## config.mk

```make
export PLATFORM = sky130hd
export DESIGN_NAME = julia_inverse_iteration_step_flat
export DESIGN_NICKNAME = d
export VERILOG_FILES = /design/src/jiis_pkg.sv /design/src/jiis_if.sv /design/src/jiis_isqrt.sv /design/src/julia_inverse_iteration_step.sv /design/src/flat_wrapper.sv
export SDC_FILE = /design/constraint.sdc
export NUM_CORES = 2
export LEC_CHECK = 0
export BUFFER_PORTS_ARGS = -buffer_cell sky130_fd_sc_hd__buf_2
export CORE_UTILIZATION = 35
export CTS_CLUSTER_DIAMETER = 60
export DETAILED_ROUTE_END_ITERATION = 16
export GPL_TIMING_DRIVEN = 0
export SLEW_MARGIN = 30
export SYNTH_ARGS = -nofsm -noshare
export SYNTH_HDL_FRONTEND = slang
export SYNTH_SLANG_ARGS = --single-unit
```

## constraint.sdc

```tcl
create_clock -name clk_i -period 17.3 [get_ports clk_i]
set_input_delay 1.73 -clock clk_i [delete_from_list [all_inputs] [get_ports clk_i]]
set_output_delay 1.73 -clock clk_i [all_outputs]
set_load 0.01 [all_outputs]
```

## src/jiis_pkg.sv

```systemverilog
// Package for the Julia inverse-iteration step block.
// Holds shared widths, register indexes and reset values; no dependencies.
package jiis_pkg;

  localparam int unsigned FracBitsDefault = 16;
  localparam int unsigned ZBits = 20;
  localparam int unsigned CBits = 19;
  localparam int unsigned SBits = 15;
  localparam int unsigned CentreBits = 12;
  localparam int unsigned CfgIdxBits = 2;
  localparam int unsigned CfgDataBits = 19;

  typedef enum logic [CfgIdxBits-1:0] {
    REG_C_REAL      = 2'd0,
    REG_C_IMAG      = 2'd1,
    REG_HALF_WIDTH  = 2'd2,
    REG_HALF_HEIGHT = 2'd3
  } cfg_reg_e;

  localparam logic [CentreBits-1:0] HalfWidthReset  = 12'd512;
  localparam logic [CentreBits-1:0] HalfHeightReset = 12'd384;

endpackage

```

## src/jiis_if.sv

```systemverilog
// Channel interfaces for the Julia inverse-iteration step block.
// Field widths are written as literals and not taken from jiis_pkg.
interface jiis_in_if;
  logic valid;
  logic ready;
  logic restart_walk;
  logic flip_root;
  modport source (output valid, restart_walk, flip_root, input ready);
  modport sink (input valid, restart_walk, flip_root, output ready);
endinterface

interface jiis_out_if;
  logic        valid;
  logic        ready;
  logic signed [19:0] z_real;
  logic signed [19:0] z_imag;
  logic signed [14:0] screen_x;
  logic signed [14:0] screen_y;
  modport source (output valid, z_real, z_imag, screen_x, screen_y, input ready);
  modport sink (input valid, z_real, z_imag, screen_x, screen_y, output ready);
endinterface

interface jiis_cfg_if;
  logic        valid;
  logic        ready;
  logic [1:0]  index;
  logic [18:0] data;
  modport source (output valid, index, data, input ready);
  modport sink (input valid, index, data, output ready);
endinterface

```

## src/jiis_isqrt.sv

```systemverilog
// Iterative floor square root, two radicand bits per cycle.
// Self-contained; no package dependencies.
module jiis_isqrt #(
  parameter int unsigned Width = 64
) (
  input  logic                 clk_i,
  input  logic                 rst_ni,
  input  logic                 start_i,
  input  logic [Width-1:0]     radicand_i,
  output logic                 done_o,
  output logic [Width/2-1:0]   root_o
);

  localparam int unsigned Steps = Width / 2;
  localparam int unsigned CntBits = $clog2(Steps + 1);

  logic [Width-1:0]   rem_q, rem_d;
  logic [Width-1:0]   rad_q, rad_d;
  logic [Width/2-1:0] root_q, root_d;
  logic [CntBits-1:0] cnt_q, cnt_d;
  logic               busy_q, busy_d;
  logic [Width+1:0]   trial;
  logic [Width+1:0]   shifted;
  logic [Width-1:0]   step_rem;
  logic [Width/2-1:0] step_root;

  // One restoring step: bring down two bits and try root*4+1.
  always_comb begin
    shifted = {rem_q, rad_q[Width-1:Width-2]};
    trial   = {root_q, 2'b01};
    if (shifted >= trial) begin
      step_rem  = Width'(shifted - trial);
      step_root = {root_q[Width/2-2:0], 1'b1};
    end else begin
      step_rem  = Width'(shifted);
      step_root = {root_q[Width/2-2:0], 1'b0};
    end
    rem_d   = rem_q;
    rad_d   = rad_q;
    root_d  = root_q;
    cnt_d   = cnt_q;
    busy_d  = busy_q;
    if (start_i) begin
      rem_d  = '0;
      rad_d  = radicand_i;
      root_d = '0;
      cnt_d  = CntBits'(Steps);
      busy_d = 1'b1;
    end else if (busy_q) begin
      rad_d  = {rad_q[Width-3:0], 2'b00};
      rem_d  = step_rem;
      root_d = step_root;
      cnt_d = cnt_q - 1'b1;
      if (cnt_q == CntBits'(1)) busy_d = 1'b0;
    end
  end

  always_ff @(posedge clk_i or negedge rst_ni) begin
    if (!rst_ni) begin
      busy_q <= 1'b0;
      cnt_q  <= '0;
    end else begin
      busy_q <= busy_d;
      cnt_q  <= cnt_d;
    end
  end

  always_ff @(posedge clk_i) begin
    rem_q  <= rem_d;
    rad_q  <= rad_d;
    root_q <= root_d;
  end

  // The final root is the outcome of the last step, shown while done_o is high.
  assign done_o = busy_q && (cnt_q == CntBits'(1));
  assign root_o = step_root;
endmodule

```

## src/julia_inverse_iteration_step.sv

```systemverilog
// Julia inverse-iteration step: top level with sequencer and output stage.
// Depends on jiis_pkg, the jiis interfaces and jiis_isqrt.
//
// A new request is taken only once the previous one has finished. After acceptance
// the magnitude square is formed and registered, then three floor square roots of a
// 64-bit radicand run one after another on a single shared unit that settles two
// radicand bits per cycle, each started by loading its radicand; the ST_MUL state then
// forms the screen products and ST_POS the saturated screen result. The result waits
// in the output register; the next request is taken once that register is free or
// being read in the same cycle. Configuration writes are always taken and should only
// be issued while no request is in flight.
module julia_inverse_iteration_step #(
  parameter int unsigned FracBits = jiis_pkg::FracBitsDefault
) (
  input  logic        clk_i,
  input  logic        rst_ni,
  jiis_cfg_if.sink    cfg,
  jiis_in_if.sink     in_ch,
  jiis_out_if.source  out_ch
);
  import jiis_pkg::*;

  localparam int unsigned RootW = 64;

  typedef enum logic [5:0] {
    ST_IDLE = 6'b000001,
    ST_MAG  = 6'b000010,
    ST_RE   = 6'b000100,
    ST_IM   = 6'b001000,
    ST_MUL  = 6'b010000,
    ST_POS  = 6'b100000
  } state_e;

  state_e state_q, state_d;

  logic signed [CBits-1:0]  c_re_q, c_im_q;
  logic [CentreBits-1:0]    hw_q, hh_q;
  logic signed [ZBits-1:0]  pr_q, pi_q;
  logic signed [ZBits+1:0]  a_q, b_q;
  logic                     flip_q;
  logic [RootW/2-1:0]       m_q, re_q;
  logic signed [ZBits+CentreBits:0] px_q, py_q;
  logic                     ovalid_q;
  logic signed [ZBits-1:0]  oz_re_q, oz_im_q;
  logic signed [SBits-1:0]  osx_q, osy_q;
  logic [RootW-1:0]         mag_rad_q;
  logic                     go_q;
  logic                     kick_q;

  logic                     sq_start, sq_done;
  logic [RootW-1:0]         sq_rad;
  logic [RootW/2-1:0]       sq_root;
  logic                     in_acc;

  // Configuration register file.
  assign cfg.ready = 1'b1;
  always_ff @(posedge clk_i or negedge rst_ni) begin
    if (!rst_ni) begin
      c_re_q <= '0;
      c_im_q <= '0;
      hw_q   <= HalfWidthReset;
      hh_q   <= HalfHeightReset;
    end else if (cfg.valid) begin
      unique case (cfg_reg_e'(cfg.index))
        REG_C_REAL:      c_re_q <= cfg.data;
        REG_C_IMAG:      c_im_q <= cfg.data;
        REG_HALF_WIDTH:  hw_q   <= cfg.data[CentreBits-1:0];
        REG_HALF_HEIGHT: hh_q   <= cfg.data[CentreBits-1:0];
        default: ;
      endcase
    end
  end

  assign in_ch.ready = (state_q == ST_IDLE) && !go_q && (!ovalid_q || out_ch.ready);
  assign in_acc      = in_ch.valid && in_ch.ready;

  // Magnitude square and radicand selection for the shared square-root unit.
  logic [ZBits+1:0]   ua, ub;
  logic [2*ZBits+3:0] ua_sq, ub_sq;
  logic [RootW-1:0]   mpa, mma;
  always_comb begin
    ua    = a_q[ZBits+1] ? -a_q : a_q;
    ub    = b_q[ZBits+1] ? -b_q : b_q;
    ua_sq = ua * ua;
    ub_sq = ub * ub;
    mpa = RootW'($signed({1'b0, m_q}) + a_q);
    mma = RootW'($signed({1'b0, m_q}) - a_q);
    sq_rad = '0;
    unique case (state_q)
      ST_MAG:  sq_rad = mag_rad_q;
      ST_RE:   sq_rad = (mpa << FracBits) >> 1;
      ST_IM:   sq_rad = (mma << FracBits) >> 1;
      default: sq_rad = '0;
    endcase
  end

  // Each root is started from kick_q, registered at the same edge as its radicand's source.
  assign sq_start = kick_q;

  jiis_isqrt #(.Width(RootW)) u_isqrt (
    .clk_i      (clk_i),
    .rst_ni     (rst_ni),
    .start_i    (sq_start),
    .radicand_i (sq_rad),
    .done_o     (sq_done),
    .root_o     (sq_root)
  );

  // Saturation to the point width.
  function automatic logic signed [ZBits-1:0] sat_z(input logic signed [RootW/2+1:0] v);
    logic signed [RootW/2+1:0] hi, lo;
    hi = (RootW/2+2)'(2**(ZBits-1) - 1);
    lo = -(RootW/2+2)'(2**(ZBits-1));
    if (v > hi) return ZBits'(hi);
    if (v < lo) return ZBits'(lo);
    return ZBits'(v);
  endfunction

  function automatic logic signed [SBits-1:0] scr(input logic [CentreBits-1:0] c,
                                                 input logic signed [ZBits+CentreBits:0] p);
    logic signed [ZBits+CentreBits:0] q, s;
    q = p[ZBits+CentreBits] ? -((-p) >>> FracBits) : (p >>> FracBits);
    s = q + $signed({1'b0, c});
    if (s > $signed((ZBits+CentreBits+1)'(2**(SBits-1) - 1)))
      return SBits'(2**(SBits-1) - 1);
    if (s < $signed(-(ZBits+CentreBits+1)'(2**(SBits-1))))
      return SBits'(-(2**(SBits-1)));
    return SBits'(s);
  endfunction

  logic signed [RootW/2+1:0] re_s, im_s;
  always_comb begin
    re_s = $signed({2'b00, re_q});
    im_s = $signed({2'b00, sq_root});
    if (b_q[ZBits+1]) im_s = -im_s;
    if (flip_q) begin
      re_s = -re_s;
      im_s = -im_s;
    end
  end

  // Sequencer.
  always_comb begin
    state_d = state_q;
    unique case (state_q)
      ST_IDLE: if (go_q) state_d = ST_MAG;
      ST_MAG:  if (sq_done) state_d = ST_RE;
      ST_RE:   if (sq_done) state_d = ST_IM;
      ST_IM:   if (sq_done) state_d = ST_MUL;
      ST_MUL:  state_d = ST_POS;
      ST_POS:  state_d = ST_IDLE;
      default: state_d = ST_IDLE;
    endcase
  end

  always_ff @(posedge clk_i or negedge rst_ni) begin
    if (!rst_ni) begin
      state_q  <= ST_IDLE;
      go_q     <= 1'b0;
      kick_q   <= 1'b0;
      ovalid_q <= 1'b0;
      pr_q     <= '0;
      pi_q     <= '0;
    end else begin
      state_q <= state_d;
      go_q    <= in_acc;
      kick_q  <= go_q || (sq_done && (state_q == ST_MAG || state_q == ST_RE));
      if (state_q == ST_POS) ovalid_q <= 1'b1;
      else if (out_ch.valid && out_ch.ready) ovalid_q <= 1'b0;
      if (state_q == ST_IM && sq_done) begin
        pr_q <= sat_z(re_s);
        pi_q <= sat_z(im_s);
      end
    end
  end

  // Datapath registers.
  always_ff @(posedge clk_i) begin
    if (in_acc) begin
      a_q    <= in_ch.restart_walk ? -(ZBits+2)'(c_re_q) : (ZBits+2)'(pr_q) - (ZBits+2)'(c_re_q);
      b_q    <= in_ch.restart_walk ? -(ZBits+2)'(c_im_q) : (ZBits+2)'(pi_q) - (ZBits+2)'(c_im_q);
      flip_q <= in_ch.flip_root;
    end
    if (go_q) mag_rad_q <= RootW'({1'b0, ua_sq} + {1'b0, ub_sq});
    if (state_q == ST_MAG && sq_done) m_q <= sq_root;
    if (state_q == ST_RE && sq_done) re_q <= sq_root;
    if (state_q == ST_MUL) begin
      px_q <= $signed({1'b0, hw_q >> 1}) * pr_q;
      py_q <= $signed({1'b0, hh_q >> 1}) * pi_q;
    end
    if (state_q == ST_POS) begin
      oz_re_q <= pr_q;
      oz_im_q <= pi_q;
      osx_q   <= scr(hw_q, px_q);
      osy_q   <= scr(hh_q, py_q);
    end
  end

  // Result channel.
  assign out_ch.valid    = ovalid_q;
  assign out_ch.z_real   = oz_re_q;
  assign out_ch.z_imag   = oz_im_q;
  assign out_ch.screen_x = osx_q;
  assign out_ch.screen_y = osy_q;
endmodule

```

## src/flat_wrapper.sv

```systemverilog
// flat-port wrapper written by rule: the top's interface ports become plain ports
module julia_inverse_iteration_step_flat import jiis_pkg::*;
#(
  parameter int unsigned FracBits = jiis_pkg::FracBitsDefault
)
  (clk_i, rst_ni, cfg_valid, cfg_index, cfg_data, cfg_ready, in_ch_valid, in_ch_restart_walk, in_ch_flip_root, in_ch_ready, out_ch_valid, out_ch_z_real, out_ch_z_imag, out_ch_screen_x, out_ch_screen_y, out_ch_ready);
  jiis_cfg_if cfg_i ();
  jiis_in_if in_ch_i ();
  jiis_out_if out_ch_i ();
  input  logic clk_i;
  input  logic rst_ni;
  input wire logic [$bits(cfg_i.valid)-1:0] cfg_valid;
  input wire logic [$bits(cfg_i.index)-1:0] cfg_index;
  input wire logic [$bits(cfg_i.data)-1:0] cfg_data;
  output wire logic [$bits(cfg_i.ready)-1:0] cfg_ready;
  input wire logic [$bits(in_ch_i.valid)-1:0] in_ch_valid;
  input wire logic [$bits(in_ch_i.restart_walk)-1:0] in_ch_restart_walk;
  input wire logic [$bits(in_ch_i.flip_root)-1:0] in_ch_flip_root;
  output wire logic [$bits(in_ch_i.ready)-1:0] in_ch_ready;
  output wire logic [$bits(out_ch_i.valid)-1:0] out_ch_valid;
  output wire logic [$bits(out_ch_i.z_real)-1:0] out_ch_z_real;
  output wire logic [$bits(out_ch_i.z_imag)-1:0] out_ch_z_imag;
  output wire logic [$bits(out_ch_i.screen_x)-1:0] out_ch_screen_x;
  output wire logic [$bits(out_ch_i.screen_y)-1:0] out_ch_screen_y;
  input wire logic [$bits(out_ch_i.ready)-1:0] out_ch_ready;
  assign cfg_i.valid = cfg_valid;
  assign cfg_i.index = cfg_index;
  assign cfg_i.data = cfg_data;
  assign cfg_ready = cfg_i.ready;
  assign in_ch_i.valid = in_ch_valid;
  assign in_ch_i.restart_walk = in_ch_restart_walk;
  assign in_ch_i.flip_root = in_ch_flip_root;
  assign in_ch_ready = in_ch_i.ready;
  assign out_ch_valid = out_ch_i.valid;
  assign out_ch_z_real = out_ch_i.z_real;
  assign out_ch_z_imag = out_ch_i.z_imag;
  assign out_ch_screen_x = out_ch_i.screen_x;
  assign out_ch_screen_y = out_ch_i.screen_y;
  assign out_ch_i.ready = out_ch_ready;
  julia_inverse_iteration_step #(.FracBits(FracBits)) u_core (.clk_i(clk_i), .rst_ni(rst_ni), .cfg(cfg_i), .in_ch(in_ch_i), .out_ch(out_ch_i));
endmodule
```

Word level (Yosys, flattened, before mapping):

Index checks and enable logic that the tools add are counted.

* input bits: 28
* register bits after elaboration: 587
* logic and storage cells: 158
* output and inout bits: 73

* $add $sub $neg: 20
* magnitude comparators: 9
* multipliers: 4
* eq/ne operators: 14
* reductions and logical operators: 22
* muxes and demuxes: 62

Operators with widths (count)
* 2-to-1 mux 64 bit: 3
* one-hot mux 64 bit (3 select lines): 1
* 2-to-1 mux 20 bit: 8
* 2-to-1 mux 15 bit: 8
* 2-to-1 mux 34 bit: 3
* multiplier 22 x 22 -> 44 bit: 2
* 2-to-1 mux 22 bit: 4
* > comparator 34 x 20 -> 1 bit, second input constant: 2
* < comparator 34 x 20 -> 1 bit, second input constant: 2
* negation 32 -> 34 bit: 2
* adder 33 x 13 -> 33 bit: 2
* greater-or-equal comparator 66 x 34 -> 1 bit: 1
* > comparator 33 x 15 -> 1 bit, second input constant: 2
* < comparator 33 x 15 -> 1 bit, second input constant: 2
* 2-to-1 mux 33 bit: 2
* negation 17 -> 33 bit: 2
* negation 33 bit: 2
* multiplier 12 x 20 -> 32 bit: 2
* subtractor 64 x 34 -> 64 bit: 1
* adder 44 x 44 -> 45 bit: 1
* negation 19 -> 22 bit: 2
* negation 22 bit: 2
* subtractor 20 x 19 -> 21 bit: 2
* 2-to-1 mux 6 bit: 6
* 22 further kinds: 67

Longest topological paths before layout:

* depth in word-level cells: 13
* depth in mapped cells: 45
* depth with buffers taken out: 42

Modules after synthesis:

From an unflattened synthesis, not the netlist that was laid out.

* cell total of the unflattened synthesis: 8117
* area, all modules: 76778.6 um2

By module, submodules not included
* julia_inverse_iteration_step: instances 1, area an instance 67090.6 um2, cells an instance 7071, seq. area each 11431.0 um2
* jiis_isqrt: instances 1, area an instance 9688.0 um2, cells an instance 1046, seq. area each 4018.9 um2

Least setup slack after synthesis:

OpenSTA, ideal clock, no wires.

* path type: reg-to-reg
* start point: register u_core.a_q[0]
* end point: register u_core.mag_rad_q[43], data pin
* clock period less this slack: 11931 ps
* data required time: 17042 ps
* arrival: 11674 ps
* stages on the path, launching flop included: 42
* setup slack: 5369 ps
* setup time: 258 ps
* buffers on the path: 3
* cell sequence: edfxtp_1 > clkbuf_1 > inv_1 > clkbuf_1 > ha_1 > nand2_1 > or3_1 > or3_1 > or3_1 > or3_1 > or3_1 > or3_1 > or3_1 > or3_1 > and2_1 > xnor2_1 > clkbuf_1 > nor2_1 > [6 not listed] > fa_1 > fa_1 > inv_1 > fa_1 > inv_1 > ha_1 > and3_1 > nand3_1 > o21ai_0 > a41o_1 > o211ai_1 > a211oi_1 > nor2_1 > a21oi_1 > a31o_2 > a21bo_2 > a21oi_1 > xnor2_1

* word-level cells in the longest chain between the ends: 4

Ends and longest elaborated chain
* start, declared: RTL line julia_inverse_iteration_step.sv:39 `logic signed [ZBits+1:0] a_q, b_q;`
* start signal, assigned: RTL line julia_inverse_iteration_step.sv:180 `a_q <= in_ch.restart_walk ? -(ZBits+2)'(c_re_q) : (ZBits+2)'(pr_q) - (ZBits+2)'(c_re_q);`
* negation 22 bit: RTL line julia_inverse_iteration_step.sv:82 `ua = a_q[ZBits+1] ? -a_q : a_q;`
* 2-to-1 mux 22 bit (*): RTL line julia_inverse_iteration_step.sv:82
* multiplier 22 x 22 -> 44 bit (*): RTL line julia_inverse_iteration_step.sv:84 `ua_sq = ua * ua;`
* adder 44 x 44 -> 45 bit (*): RTL line julia_inverse_iteration_step.sv:184 `if (go_q) mag_rad_q <= RootW'({1'b0, ua_sq} + {1'b0, ub_sq});`
* end signal, assigned: RTL line julia_inverse_iteration_step.sv:184
* end, declared: RTL line julia_inverse_iteration_step.sv:46 `logic [RootW-1:0] mag_rad_q;`

Mark *: on every way between the ends. The rest lies on a longest branch, timed or not.
A chain may end at the register's enable or synchronous reset.

Final worst setup path:

Same ends and word-level chain as after synthesis.

==> reports/metrics.sh <==
WORST-PATH-MAX-FANOUT=10
CTS_TREE='yes'
NUMBER_OF_GLOBAL_ROUTE_VIAS_BEFORE_REPAIR=59103
YS_TYPES=92
CORE_REGION_AREA_UM2=212300
GROUTE.USAGE.OVERALL_PCT=20.93
AREA_DELTA_SYNTH_FINAL_PCT=9.871
FIRST_PASS_ITERS=8
TOTAL_OF_MAX_CAP_VIOLATIONS=0
GRT_ANTENNA_BEFORE_REPAIR=15
CRIT_SLOWEST_CELL='clkbuf_1'
FLOORPLAN.INITIALDENSITY_PCT=35.25
WP_DATA_REQUIRED_NS=17.78
TIMING.FINAL.MAX_SLEW_VIOLATIONS=0
GRT_SETUP_UNREPAIRED='no'
REGISTER_AREA_UM2=15450
FINAL_MIN_PERIOD_OVER_CLOCK_PERIOD_PCT=86.98
DRT_WL_TOTAL_UM=222300
TIMING_WORST_SLEW_PIN_VALUE_NS=1.153
CLOCK.FMAX_MHz=66.46
CLK_TRANSITION_REPORTED_PATHS_NS=0.06
CTS-HTREE-LEVELS=3
CP_CAPTURE_TYPE='register'
R2R_CELLS=43
HOLD_START='u_core.u_isqrt.root_q[3]$_SDFFE_PP0P_'
CLK_LATENCY_NS=0.70
CRIT_PATH_START_KIND='register'
POSTCTSRESIZEDCELLS=0
CTS.PATH.MAX_BUFFERS=3
FINAL-SETUP-VIOL-COUNT=0
TRITONCTS.NUM_BUFFERS=75
FINAL.MIN_CLOCK_PERIOD_NS=15.05
SYNTH_ENABLE_FLOP_CELLS=352
SETUP-TNS-FINAL_NS=0
TOTAL_COUNT_OF_HOLD_CHECK_FAILURES_IN_THE_FINAL_REPORT=0
VIAS=56071
POSTSYNTHCELLCOUNT=7899
POSTCTSSETUPREPAIRBUFS=0
ANT_NETS=0
MULTI_INPUT_COMB_AREA_UM2=52520
SYNTH-SEQ-AREA-SHARE_PCT=20.64
FIN_UTIL_PCT=38.73
CORE.ROWCOUNT=169
DRIVE_GT1_SHARE_PCT=5.021
NUM-FILL-CELLS=21273
POSTCTSHOLDBUFS=0
WIRE_LENGTH_OF_THE_FIRST_GLOBAL_ROUTING_PASS_UM=347400
YOSYS_WARNINGS=0
GP_CONGESTION=0.9541
WORST-SETUP-PATH-TYPE='reg -> reg'
FIN_NETS=9904
FINCLKSKEW_NS=0.04762
WORST_PATH_LARGEST_CELL_DELAY_NS=0.80
STATUS='completed'
HP-CLASS='reg -> reg'
FLOORPLAN.DIE.WIDTH_UM=464.4
POST-ROUTE-DRC-COUNT=0
DRTITER0DRC=3905
CTS_ROOT_BUFFER='clkbuf_16'
SYN_AREA_PER_CELL_UM2=9.474
MAX_SLEW_MARGIN_PCT=22.56
PORT_BUFFERS=98
DIE-AREA_UM2=215700
POSTSYNTHREGISTERBITS=566
HOLDPATHEND='u_core.re_q[4]$_DFFE_PP_'
RRSETUPSLACK_NS=2.25
YS_ASYNC_SR_FRACTION_PCT=20.85
DP.FINAL_HPWL_UM=184500
DIE_H_UM=464.4
CLOCK_SINKS=566
SYNTH_AREA_UM2=74840
WORST_R2R_STARTPOINT='u_core.a_q[0]$_DFFE_PP_'
DRT-VIAS-PER-INSTANCE=5.092
WIRE_PER_INST_UM=20.18
WORST_HOLD_PATH_CELL_COUNT=0
GRT_START_MAX_NET_PINS=87
IOPINCOUNT=101
FINAL.HOLD.WORST_SLACK_NS=0.4620
OVERFLOW=0
POSTSYNTH.TOPFLOPCELL='edfxtp_1'
RR_ENDPOINT='u_core.mag_rad_q[43]$_DFFE_PP_'
CRITICAL_PATH_ARRIVAL_NS=15.52
## how the worst max path moves through the flow
| stage | startpoint | to | slack, ns | depth (start not counted) |
|---|---|---|---|---|
| 2_1_floorplan | u_core.a_q[0]$_DFFE_PP_ | u_core.mag_rad_q[43]$_DFFE_PP_ | 5.37 | 41 |
| 5_1_grt | u_core.a_q[0]$_DFFE_PP_ | u_core.mag_rad_q[43]$_DFFE_PP_ | 1.79 | 43 |
| 4_1_cts | u_core.a_q[0]$_DFFE_PP_ | u_core.mag_rad_q[43]$_DFFE_PP_ | 2.43 | 43 |
| 3_3_place_gp | u_core.a_q[0]$_DFFE_PP_ | u_core.mag_rad_q[44]$_DFFE_PP_ | 2.13 | 41 |
| 3_5_place_dp | u_core.a_q[0]$_DFFE_PP_ | u_core.mag_rad_q[43]$_DFFE_PP_ | 2.48 | 43 |
| 6_report | u_core.a_q[0]$_DFFE_PP_ | u_core.mag_rad_q[43]$_DFFE_PP_ | 2.25 | 43 |
## registers in the layout (all words and copies together), names as in the netlist, 32 cells and up
| name | count |
|---|---|
| u_core.re_q | 32 |
| u_core.mag_rad_q | 45 |
| u_core.u_isqrt.root_q | 32 |
| u_core.u_isqrt.rem_q | 64 |
| u_core.py_q | 32 |
| u_core.m_q | 32 |
| u_core.u_isqrt.rad_q | 64 |
| u_core.px_q | 32 |
## cell families after synthesis
group                      Yosys count  share of synthesized area (%)
and+or+nand+nor                   2161                          13.34
buffers and inverters             1919                          9.672
adders and majority gates         1752                          41.22
AOI/OAI and AO/OA                  977                          8.761
DFF                                566                          20.64
xor gates and xnor gates           423                          4.950
muxes                               99                          1.408
other                                2                        0.01004
## layer usage
metal / GRT usage, % / up-vias / share of wire, %
met5: 0 / - / 0.011
met4: 7.972 / 4 / 4.2
met3: 2.914 / 367 / 6.5
met2: 34.24 / 1804 / 47
met1: 28.02 / 28391 / 43
li1: - / 25505 / -
## worst max-delay path, delay by kind of cell, from the launching register on
family                   cells  cell delay, ns
flip-flops                   1            0.58
buffers and inverters        8            2.43
AND/OR/NAND/NOR             12            3.72
AO/OA/AOI/OAI               10            2.03
adder cells (fa/ha/maj)     11            5.26
XOR/XNOR                     2            0.79
## placed cells by master, fill, tap and decap left out, drive strengths merged, types with 65 or more instances in the layout
master and instances:
nand3 119, or3 69, xnor2 288, dfxtp 96, nand2 818, nor3 109
a21o 96, o21ai 232, a21oi 187, fa 1189, ha 563, xor2 135
inv 1641, nor2 545, dfrtp 114, edfxtp 352, and2 232, buf 155
clkbuf 350, o21a 65
## layout make-up
| cell class | instances | area share, % |
|---|---|---|
| multi-input combinational | 5431 | 63.87 |
| clock inverter | 48 | 0.7061 |
| tap | 2821 | 4.293 |
| timing repair buffer | 131 | 1.090 |
| clock buffer | 90 | 2.426 |
| buffer | 284 | 1.341 |
| inverter | 1635 | 7.464 |
| sequential | 566 | 18.79 |
| antenna | 6 | 0.01826 |
## stage by stage
stage | worst slack, ns | area [µm²] | cells
finish | 2.253 | 82230 | 11012
global route | 1.793 | 82220 | 11009
CTS | 2.429 | 82190 | 11006
detailed placement | 2.480 | 79610 | 10868
global placement | 2.129 | 78920 | 10835
floorplan | 5.369 | 74900 | 7916
## synth_stat cells, drive strengths merged, types with 40 or more instances
master | number | area share (%)
nor3 | 109 | 0.73
ha | 563 | 9.4
mux2 | 50 | 0.75
or3 | 69 | 0.58
dfxtp | 96 | 2.6
edfxtp | 352 | 14
o21ai | 232 | 1.6
clkbuf | 260 | 1.3
a211oi | 62 | 0.62
nor2 | 545 | 2.7
a21o | 96 | 0.96
mux2i | 49 | 0.66
nand3 | 119 | 0.80
o31ai | 62 | 0.66
xnor2 | 288 | 3.4
dfrtp | 114 | 3.8
fa | 1189 | 32
and2 | 232 | 1.9
inv | 1626 | 8.2
nand2 | 818 | 4.1
nor4 | 44 | 0.40
nand4 | 40 | 0.33
o21a | 65 | 0.65
a21oi | 187 | 1.3
xor2 | 135 | 1.6
Power is not shown: default switching activity piles up to over one toggle a cycle in this logic, so the estimate is an artifact.
